--- config.mk ---
export PLATFORM = sky130hd
export DESIGN_NAME = bounded_deque_with_walk
export DESIGN_NICKNAME = d
export VERILOG_FILES = /design/src/rtl/core/bdq_pkg.sv /design/src/rtl/core/bdq_cell.sv /design/src/rtl/core/bounded_deque_with_walk.sv
export VERILOG_INCLUDE_DIRS = /design/src /design/src/rtl/core
export SDC_FILE = /design/constraint.sdc
export NUM_CORES = 2
export LEC_CHECK = 0
export BUFFER_PORTS_ARGS = -buffer_cell sky130_fd_sc_hd__clkbuf_2
export CORE_UTILIZATION = 59
export CTS_BUF_LIST = sky130_fd_sc_hd__clkbuf_8
export CTS_CLUSTER_SIZE = 24
export DETAILED_ROUTE_END_ITERATION = 8
export GPL_ROUTABILITY_DRIVEN = 0
export PLACE_DENSITY = 0.79
export SLEW_MARGIN = 20
export SYNTH_ARGS = -nofsm -noshare
export SYNTH_HDL_FRONTEND = slang
export SYNTH_SLANG_ARGS = --single-unit
--- constraint.sdc ---
create_clock -name clk -period 21.5 [get_ports clk]
set_input_delay 6.45 -clock clk [delete_from_list [all_inputs] [get_ports clk]]
set_output_delay 6.45 -clock clk [all_outputs]
set_load 0.1 [all_outputs]
--- src/rtl/core/assert_macros.svh ---
// Assertion macros used by the deque RTL.
`ifndef ASSERT_MACROS_SVH
`define ASSERT_MACROS_SVH

// Property that must hold at every clock edge out of reset.
`define BDQ_ASSERT_ALWAYS(label, prop, msg) \
    label: assert property (@(posedge clk) disable iff (!rst_n) (prop)) else $error(msg);

// Antecedent in a cycle implies consequent in the next.
`define BDQ_ASSERT_NEXT(label, ante, cons, msg) \
    label: assert property (@(posedge clk) disable iff (!rst_n) (ante) |=> (cons)) \
        else $error(msg);

`endif

--- src/rtl/core/bdq_pkg.sv ---
// Shared types and constants for the bounded deque with walk.
package bdq_pkg;

    localparam int DEPTH_DEFAULT      = 16;
    localparam int DATA_WIDTH_DEFAULT = 32;

    typedef enum logic [2:0] {
        REQ_PUSH_BACK  = 3'd0,
        REQ_PUSH_FRONT = 3'd1,
        REQ_POP_FRONT  = 3'd2,
        REQ_WALK_BEGIN = 3'd3,
        REQ_WALK_NEXT  = 3'd4,
        REQ_WALK_END   = 3'd5
    } req_t;

    // Broadcast from the control to every cell of the chain.
    typedef struct packed {
        logic shift_right;
        logic load_tail;
        logic shift_left;
        logic walk_copy;
        logic walk_shift;
    } cell_ctrl_t;

endpackage

--- src/rtl/core/bdq_cell.sv ---
// One cell of the deque chain: a stored entry and its walk copy.
module bdq_cell #(
    parameter int DEPTH      = bdq_pkg::DEPTH_DEFAULT,
    parameter int DATA_WIDTH = bdq_pkg::DATA_WIDTH_DEFAULT,
    parameter int INDEX      = 0
) (
    input  logic                          clk,
    input  bdq_pkg::cell_ctrl_t           ctrl,
    input  logic [$clog2(DEPTH+1)-1:0]    fill,
    input  logic [DATA_WIDTH-1:0]         new_data,
    input  logic [DATA_WIDTH-1:0]         left_data,
    input  logic [DATA_WIDTH-1:0]         right_data,
    input  logic [DATA_WIDTH-1:0]         right_walk,
    output logic [DATA_WIDTH-1:0]         data,
    output logic [DATA_WIDTH-1:0]         walk
);
    import bdq_pkg::*;

    localparam int FW = $clog2(DEPTH + 1);

    logic [DATA_WIDTH-1:0] data_reg;
    logic [DATA_WIDTH-1:0] data_next;
    logic [DATA_WIDTH-1:0] walk_reg;
    logic [DATA_WIDTH-1:0] walk_next;
    logic                  is_tail;

    assign is_tail = (fill == FW'(INDEX));

    always_comb
    begin
        data_next = data_reg;
        if (ctrl.shift_right)
        begin
            data_next = left_data;
        end
        else if (ctrl.shift_left)
        begin
            data_next = right_data;
        end
        else if (ctrl.load_tail && is_tail)
        begin
            data_next = new_data;
        end
    end

    always_comb
    begin
        walk_next = walk_reg;
        if (ctrl.walk_copy)
        begin
            walk_next = data_reg;
        end
        else if (ctrl.walk_shift)
        begin
            walk_next = right_walk;
        end
    end

    always_ff @(posedge clk)
    begin
        data_reg <= data_next;
        walk_reg <= walk_next;
    end

    assign data = data_reg;
    assign walk = walk_reg;

endmodule

--- src/rtl/core/bounded_deque_with_walk.sv ---
// Top level of the bounded deque with walk: request decode and cell chain.
//
//  Channel  Dir  tdata (low bit up)            tuser
//  s_axis   in   data_in                       req_type
//  m_axis   out  data_out, fill_level          ok
//
// One request is accepted per cycle; its result appears in the output
// register on the next cycle. The chain keeps the front entry in cell 0, so
// a push, pop or walk step is a shift, a tail load or a read of cell 0, and
// walk begin snapshots the chain. Input stalls only while a result waits in
// the output register and m_axis_tready is low. Reset clears the counters
// at once; cell contents are not cleared and no clearing pass runs.
`include "assert_macros.svh"

module bounded_deque_with_walk #(
    parameter int DEPTH      = bdq_pkg::DEPTH_DEFAULT,
    parameter int DATA_WIDTH = bdq_pkg::DATA_WIDTH_DEFAULT
) (
    input  logic                                                     clk,
    input  logic                                                     rst_n,
    input  logic                                                     s_axis_tvalid,
    output logic                                                     s_axis_tready,
    // data_in
    input  logic [((DATA_WIDTH+7)/8)*8-1:0]                          s_axis_tdata,
    // req_type
    input  logic [2:0]                                               s_axis_tuser,
    output logic                                                     m_axis_tvalid,
    input  logic                                                     m_axis_tready,
    // data_out, fill_level
    output logic [((DATA_WIDTH+$clog2(DEPTH+1)+7)/8)*8-1:0]          m_axis_tdata,
    // ok
    output logic                                                     m_axis_tuser
);
    import bdq_pkg::*;

    localparam int FW = $clog2(DEPTH + 1);
    localparam int OW = ((DATA_WIDTH + FW + 7) / 8) * 8;

    logic                  accept;
    logic                  full;
    logic                  empty;
    req_t                  req;
    logic [DATA_WIDTH-1:0] data_in;
    cell_ctrl_t            ctrl;

    logic [FW-1:0]         fill_reg;
    logic [FW-1:0]         fill_next;
    logic [FW-1:0]         walk_left_reg;
    logic [FW-1:0]         walk_left_next;

    logic                  res_ok;
    logic [DATA_WIDTH-1:0] res_data;

    logic                  out_valid_reg;
    logic                  out_ok_reg;
    logic [DATA_WIDTH-1:0] out_data_reg;
    logic [FW-1:0]         out_fill_reg;

    logic [DATA_WIDTH-1:0] cell_data [DEPTH];
    logic [DATA_WIDTH-1:0] cell_walk [DEPTH];

    assign s_axis_tready = !out_valid_reg || m_axis_tready;
    assign accept        = s_axis_tvalid && s_axis_tready;
    assign req           = req_t'(s_axis_tuser);
    assign data_in       = s_axis_tdata[DATA_WIDTH-1:0];
    assign full          = (fill_reg == FW'(DEPTH));
    assign empty         = (fill_reg == '0);

    always_comb
    begin
        ctrl           = '0;
        fill_next      = fill_reg;
        walk_left_next = walk_left_reg;
        res_ok         = 1'b0;
        res_data       = '0;
        if (accept)
        begin
            case (req)
                REQ_PUSH_BACK:
                begin
                    walk_left_next = '0;
                    if (!full)
                    begin
                        ctrl.load_tail = 1'b1;
                        fill_next      = fill_reg + 1'b1;
                        res_ok         = 1'b1;
                    end
                end
                REQ_PUSH_FRONT:
                begin
                    walk_left_next = '0;
                    if (!full)
                    begin
                        ctrl.shift_right = 1'b1;
                        fill_next        = fill_reg + 1'b1;
                        res_ok           = 1'b1;
                    end
                end
                REQ_POP_FRONT:
                begin
                    walk_left_next = '0;
                    if (!empty)
                    begin
                        ctrl.shift_left = 1'b1;
                        fill_next       = fill_reg - 1'b1;
                        res_ok          = 1'b1;
                        res_data        = cell_data[0];
                    end
                end
                REQ_WALK_BEGIN:
                begin
                    // snapshot the stored entries into the walk chain
                    ctrl.walk_copy = 1'b1;
                    walk_left_next = fill_reg;
                    res_ok         = 1'b1;
                end
                REQ_WALK_NEXT:
                begin
                    if (walk_left_reg != '0)
                    begin
                        ctrl.walk_shift = 1'b1;
                        walk_left_next  = walk_left_reg - 1'b1;
                        res_ok          = 1'b1;
                        res_data        = cell_walk[0];
                    end
                end
                REQ_WALK_END:
                begin
                    walk_left_next = '0;
                    res_ok         = 1'b1;
                end
                default:
                begin
                    res_ok = 1'b0;
                end
            endcase
        end
    end

    genvar gi;
    generate
        for (gi = 0; gi < DEPTH; gi++)
        begin : g_cell
            logic [DATA_WIDTH-1:0] left_data;
            logic [DATA_WIDTH-1:0] right_data;
            logic [DATA_WIDTH-1:0] right_walk;

            if (gi == 0)
            begin : g_head
                assign left_data = data_in;
            end
            else
            begin : g_body
                assign left_data = cell_data[gi-1];
            end

            if (gi == DEPTH - 1)
            begin : g_last
                assign right_data = cell_data[gi];
                assign right_walk = cell_walk[gi];
            end
            else
            begin : g_inner
                assign right_data = cell_data[gi+1];
                assign right_walk = cell_walk[gi+1];
            end

            bdq_cell #(
                .DEPTH      (DEPTH),
                .DATA_WIDTH (DATA_WIDTH),
                .INDEX      (gi)
            ) u_cell (
                .clk        (clk),
                .ctrl       (ctrl),
                .fill       (fill_reg),
                .new_data   (data_in),
                .left_data  (left_data),
                .right_data (right_data),
                .right_walk (right_walk),
                .data       (cell_data[gi]),
                .walk       (cell_walk[gi])
            );
        end
    endgenerate

    always_ff @(posedge clk or negedge rst_n)
    begin
        if (!rst_n)
        begin
            fill_reg      <= '0;
            walk_left_reg <= '0;
            out_valid_reg <= 1'b0;
        end
        else
        begin
            fill_reg      <= fill_next;
            walk_left_reg <= walk_left_next;
            if (accept)
            begin
                out_valid_reg <= 1'b1;
            end
            else if (m_axis_tready)
            begin
                out_valid_reg <= 1'b0;
            end
        end
    end

    always_ff @(posedge clk)
    begin
        if (accept)
        begin
            out_ok_reg   <= res_ok;
            out_data_reg <= res_data;
            out_fill_reg <= fill_next;
        end
    end

    assign m_axis_tvalid = out_valid_reg;
    assign m_axis_tuser  = out_ok_reg;
    assign m_axis_tdata  = OW'({out_fill_reg, out_data_reg});

    `BDQ_ASSERT_ALWAYS(a_fill_bound, fill_reg <= FW'(DEPTH), "fill above depth")
    `BDQ_ASSERT_ALWAYS(a_walk_bound, walk_left_reg <= fill_reg, "walk longer than store")
    `BDQ_ASSERT_NEXT(a_push_grows,
        accept && !full && (req == REQ_PUSH_BACK || req == REQ_PUSH_FRONT),
        fill_reg == $past(fill_reg) + 1'b1, "push did not grow fill")
    `BDQ_ASSERT_NEXT(a_walk_ends,
        accept && (req == REQ_PUSH_BACK || req == REQ_PUSH_FRONT || req == REQ_POP_FRONT),
        walk_left_reg == '0, "walk survived push or pop")
    `BDQ_ASSERT_ALWAYS(a_fail_zero, !(out_valid_reg && !out_ok_reg) || out_data_reg == '0,
        "failed result carries data")

endmodule

-- Yosys cells after proc, flatten, opt, wreduce, memory -nomap -nowiden
Cells that the tools add are included.
- add/sub/neg operators: 3
- equality and inequality tests: 23
- mux-type cells: 99
- reduce and logical (&&, ||, !) cells: 46
- operator list (operator ; count):
    $mux 32 ; 80
    $pmux 32 s2 ; 1
    $reduce_bool 3->1 ; 16
    $eq 5x4->1 const B ; 8
    $mux 5 ; 5
    $eq 5x3->1 const B ; 4
    $logic_and 1x1->1 ; 17
    $pmux 5 s3 ; 1
    $eq 5x2->1 const B ; 2
    $mux 1 ; 10
    $pmux 5 s2 ; 1
    $sub 5x1->5 const B ; 2
    $eq 3x2->1 const B ; 2
    $eq 3x3->1 const B ; 2
    $reduce_bool 2->1 ; 3
    $add 5x1->5 const B ; 1
    $eq 5x1->1 const B ; 1
    $eq 5x5->1 const B ; 1
    $logic_not 5->1 ; 1
    $reduce_bool 5->1 ; 1
    $pmux 1 s4 ; 1
    $reduce_or 2->1 ; 2
    $reduce_or 4->1 ; 1
    $eq 3x1->1 const B ; 1
    other kinds (7) ; 7
- flip-flop bits (word level): 1073
- bits of input ports: 39
- output and inout bits: 43
- word-level logic and storage cells: 209

-- Logic depth before layout (Yosys ltp)
- depth in word-level cells: 8
- depth in mapped cells: 9
- mapped depth without buffers: 6

-- Modules after synthesis
From an unflattened synthesis, not the netlist that was laid out.
- cell total of the unflattened synthesis: 3561
- area total of the unflattened synthesis: 53558.9 um^2
- modules (own cells, without submodules) (module ; instances ; cells each ; area each (um^2) ; seq. area each (um^2)):
    bdq_cell at g_cell[10].u_cell ... ; 4 ; 211 ; 3198.1 ; 1921.8
    bdq_cell at g_cell[1].u_cell ... ; 4 ; 211 ; 3196.8 ; 1921.8
    bdq_cell at g_cell[13].u_cell ... ; 2 ; 212 ; 3198.1 ; 1921.8
    bdq_cell at g_cell[0].u_cell ... ; 2 ; 211 ; 3194.3 ; 1921.8
    bdq_cell at g_cell[11].u_cell ... ; 2 ; 210 ; 3194.3 ; 1921.8
    bdq_cell at g_cell[15].u_cell ; 1 ; 212 ; 3195.6 ; 1921.8
    bdq_cell at g_cell[3].u_cell ; 1 ; 210 ; 3193.1 ; 1921.8
    bounded_deque_with_walk ; 1 ; 185 ; 2417.3 ; 1416.4

-- Least setup slack after synthesis
OpenSTA, ideal clock, no wires.
- path type: in2reg
- start: input port s_axis_tuser[0]
- end: register g_cell[0].u_cell.walk_reg[0] (enable)
- library setup time: 1.334 ns
- arrival: 27.612 ns
- data required time: 20.166 ns
- setup slack: -7.446 ns
- stages: 7
- buffers on the path: 3
- path through: buf_2 -> or3b_1 -> clkbuf_1 -> nor2_1 -> clkbuf_1 -> a31oi_1 -> nor2_1
- word-level cells in the longest chain between the ends: 4
- elaborated cells on any way between the ends: 6
- classes of those cells: eq/ne (2); mux (3); reduce/logical (1)
- ends and longest elaborated chain (item ; RTL line ; text):
    from (decl) ; bounded_deque_with_walk.sv:26 ; input logic [2:0] s_axis_tuser,
    $eq 3x3->1 or $eq 3x2->1 (tied branches) ; bounded_deque_with_walk.sv:78 ; case (req)
    $mux 1 ; bounded_deque_with_walk.sv:78 ;
    $mux 5 * ; bounded_deque_with_walk.sv:76 ; if (accept)
    $reduce_bool 2->1 (no source line) * ; n/a ;
    to (signal assigned) ; bdq_cell.sv:62 ; walk_reg <= walk_next;
    to (decl) ; bdq_cell.sv:23 ; logic [DATA_WIDTH-1:0] walk_reg;
Mark *: on every way between the ends. The rest lies on a longest branch, timed or not.
A chain may end at the register's enable or synchronous reset.

-- Worst setup path after layout
- start: input port m_axis_tready
- end: output port s_axis_tready
- word-level cells in the longest chain between the ends: 1
- ends and longest elaborated chain (item ; RTL line ; text):
    from (decl) ; bounded_deque_with_walk.sv:28 ; input logic m_axis_tready,
    $logic_or 1x1->1 ; bounded_deque_with_walk.sv:62 ; assign s_axis_tready = !out_valid_reg || m_axis_tready;
    to (decl) ; bounded_deque_with_walk.sv:22 ; output logic s_axis_tready,
No other way between the ends.

==> impl_metrics.env <==
export IMPL_run_status="finished, final reports clean"
export IMPL_cts_clk_slew_worst_paths_ns=0.06
export IMPL_crit_buf_inv=3
export IMPL_cts_resized=0
export IMPL_syn_area_um2=45800
export IMPL_rows=101
export IMPL_power_frac_clock_pct=33.5
export IMPL_crit_top_cell="clkbuf_2"
export IMPL_use_met2_pct=41.4
export IMPL_reg2reg_depth=10
export IMPL_combPwrFrac_pct=9.9
export IMPL_max_freq_mhz=71.4
export IMPL_cp_required_ns=15.05
export IMPL_vias_per_cell=6.95
export IMPL_die_w_um=281
export IMPL_setup_viol=0
export IMPL_power_frac_seq_pct=56.6
export IMPL_grt_max_degree=182
export IMPL_core_area_um2=76300
export IMPL_ir_drop_v=0.0000463
export IMPL_path_class="input pin to output pin"
export IMPL_r2r_end="g_cell[0].u_cell.data[15]$_DFFE_PP_"
export IMPL_postCtsHoldBufs=0
export IMPL_start_kind="input pin"
export IMPL_grt_pass1_wl_mm=156
export IMPL_rsz0062_at_grt="false"
export IMPL_syn2layout_area_growth_pct=8.72
export IMPL_syn_area_per_cell_um2=18.0
export IMPL_power_total_uw=4410
export IMPL_ys_ff_latch=1073
export IMPL_hold_start="g_cell[15].u_cell.data[26]$_DFFE_PP_"
export IMPL_grt_remaining_overflow=0
export IMPL_crit_family="buffers and inverters"
export IMPL_synth_flop_cell="edfxtp_1"
export IMPL_whs_path_depth=0
export IMPL_final_area_um2=49800
export IMPL_cts_tree="done"
export IMPL_grt_use_total_pct=26.1
export IMPL_crit_arrival_ns=7.55
export IMPL_cts_sinks=1073
export IMPL_grt_pass1_vias=25263
export IMPL_io_pins=82
export IMPL_dieArea_um2=78700
export IMPL_post_route_util_pct=65.2
export IMPL_endpoint_kind="output pin"
export IMPL_yosysWarningCount=0
export IMPL_holdPathEnd="g_cell[15].u_cell.walk[26]$_DFFE_PP_"
export IMPL_fin_skew_ns=0.0215
export IMPL_grt_antenna_before_repair=1
export IMPL_critPathMaxFanout=6
export IMPL_fin_crit_sh_pct=65.1
export IMPL_fp_dieH_um=281
export IMPL_cpPeakStageDelay_ns=0.48
export IMPL_tightest_slew_ns=1.15
export IMPL_vias=26092
export IMPL_hold_class="flip-flop to flip-flop"
export IMPL_met1_usage_pct=37.0
export IMPL_p_switching_uw=1120
export IMPL_place_area_um2=47000
export IMPL_crit_path_top_delay_cell="nor2b_1"
export IMPL_drt_pass1_iterations=6
export IMPL_drive_gt1_share_pct=14.5
export IMPL_reg2reg_slack_ns=16.19
export IMPL_post_dp_hpwl_mm=56.0
export IMPL_initial_core_util_pct=60.0
export IMPL_busiest_layer="met2"
export IMPL_synthArstFlopShare_pct=1.03
export IMPL_critical_path_reg2reg_startpoint="fill_reg[0]$_DFF_PN0_"
export IMPL_final_antenna_net_count=0
export IMPL_synth_edff_count=1062
export IMPL_internal_power_uw=3280
export IMPL_cts_root_buf="clkbuf_8"
export IMPL_cts_htree_levels=4
export IMPL_portBuffers=78
export IMPL_drt_iter0_markers=3532
export IMPL_final_min_clock_period_ns=14.00
export IMPL_relSlewSlack_pct=23.5
export IMPL_cts_setup_buffers=0
export IMPL_wirelength_mm=102
export IMPL_power_density_nw_per_um2=88.6
export IMPL_fin_setup_tns_ns=0
export IMPL_grt_met3_usage_pct=4.85
export IMPL_synthDistinctLibCells=56
export IMPL_ys_seq_area_share_pct=70.3
export IMPL_clk_latency_ns=0.81
export IMPL_fin_nets=2659
export IMPL_synthCells=2547
export IMPL_drv_slew=0
export IMPL_drc=0
export IMPL_cts_buffers=161
export IMPL_finalHoldViolCount=0
export IMPL_clockBufferDepth=3
export IMPL_path_cells="clkbuf_2, nor2b_1, inv_2, clkbuf_2"
export IMPL_swShare_pct=25.5
export IMPL_leakage_uw=0.0164
export IMPL_maxCapViolations=0
export IMPL_wire_per_inst_um=27.2
## cells in the final DEF, fill, tap and decap left out, drive strengths merged, types with 3 or more instances in the layout
master / count
edfxtp: 1062
mux2: 513
a221o: 435
clkbuf: 247
inv: 93
o21ai: 52
clkinv: 51
buf: 50
a22o: 33
a221oi: 33
nand3: 32
nand2: 15
o221a: 14
dfrtp: 11
nor2: 10
nor3: 8
ha: 7
a21oi: 6
clkinvlp: 4
nor2b: 3
nand2b: 3
nand4: 3
mux2i: 3
o2bb2ai: 3
conb: 3
nor4b: 3
## Yosys cell counts, drive strengths merged, types with 3 or more instances
master	n	area share, %
a21oi	6	0.066
a221o	435	9.5
a221oi	33	1.5
a22o	33	0.63
buf	135	1.7
clkbuf	93	0.76
dfrtp	11	0.60
edfxtp	1062	70
ha	7	0.19
inv	43	0.35
mux2	513	13
mux2i	3	0.066
nand2	15	0.13
nand2b	3	0.041
nand3	32	0.35
nand4	3	0.041
nor2	10	0.087
nor2b	3	0.041
nor3	8	0.098
nor4b	3	0.090
o21ai	52	0.57
o221a	14	0.34
o2bb2ai	3	0.057
## power groups by stage
stage,sequential [µW],combinational (µW),clock [µW]
after global placement,2530,413,0
after detailed placement,2530,432,0
after CTS,2490,435,1500
after floorplan,2580,264,0
final,2490,438,1480
after global routing,2500,463,1580
## area by class of cell
cell class | instances | area [µm²]
sequential | 1073 | 32200
fill | 5054 | 26600
multi-input combinational | 1205 | 12600
clock buffer | 168 | 2310
tap | 1030 | 1290
timing repair buffer | 129 | 838
clock inverter | 105 | 432
inverter | 43 | 166
antenna | 1 | 2.50
## stage by stage
| step | instances | setup WS, ns | hold slack [ns] |
|---|---|---|---|
| floorplan | 2549 | 0.698 | 0.427 |
| global placement | 3476 | 7.54 | 0.433 |
| detailed placement | 3478 | 7.52 | 0.439 |
| CTS | 3751 | 7.51 | 0.459 |
| global route | 3754 | 7.42 | 0.468 |
| finish | 3754 | 7.50 | 0.457 |
## routing by layer
layer	share of wire (%)	vias up
li1	-	10953
met1	40	13439
met2	48	1496
met3	8.8	204
met4	2.3	0
met5	0	-
## worst max path at each step
stage,startpoint,endpoint,slack (ns),depth (start not counted)
floorplan,s_axis_tuser[0],g_cell[0].u_cell.walk[0]$_DFFE_PP_,0.70,7
global placement,m_axis_tready,s_axis_tready,7.54,4
detailed placement,m_axis_tready,s_axis_tready,7.52,4
CTS,m_axis_tready,s_axis_tready,7.51,4
global route,m_axis_tready,s_axis_tready,7.42,4
finish,m_axis_tready,s_axis_tready,7.50,4
## cells by family after synthesis
group / count (synthesis) / synth area share (%)
and+or+nand+nor: 89 / 1.10
adders and majority gates: 7 / 0.191
other: 1 / 0.00819
buffers and inverters: 271 / 2.77
DFF: 1073 / 70.3
AOI/OAI and AO/OA: 589 / 12.9
xor gates and xnor gates: 1 / 0.0191
muxes: 516 / 12.7
Power figures use the tool's default switching activity.
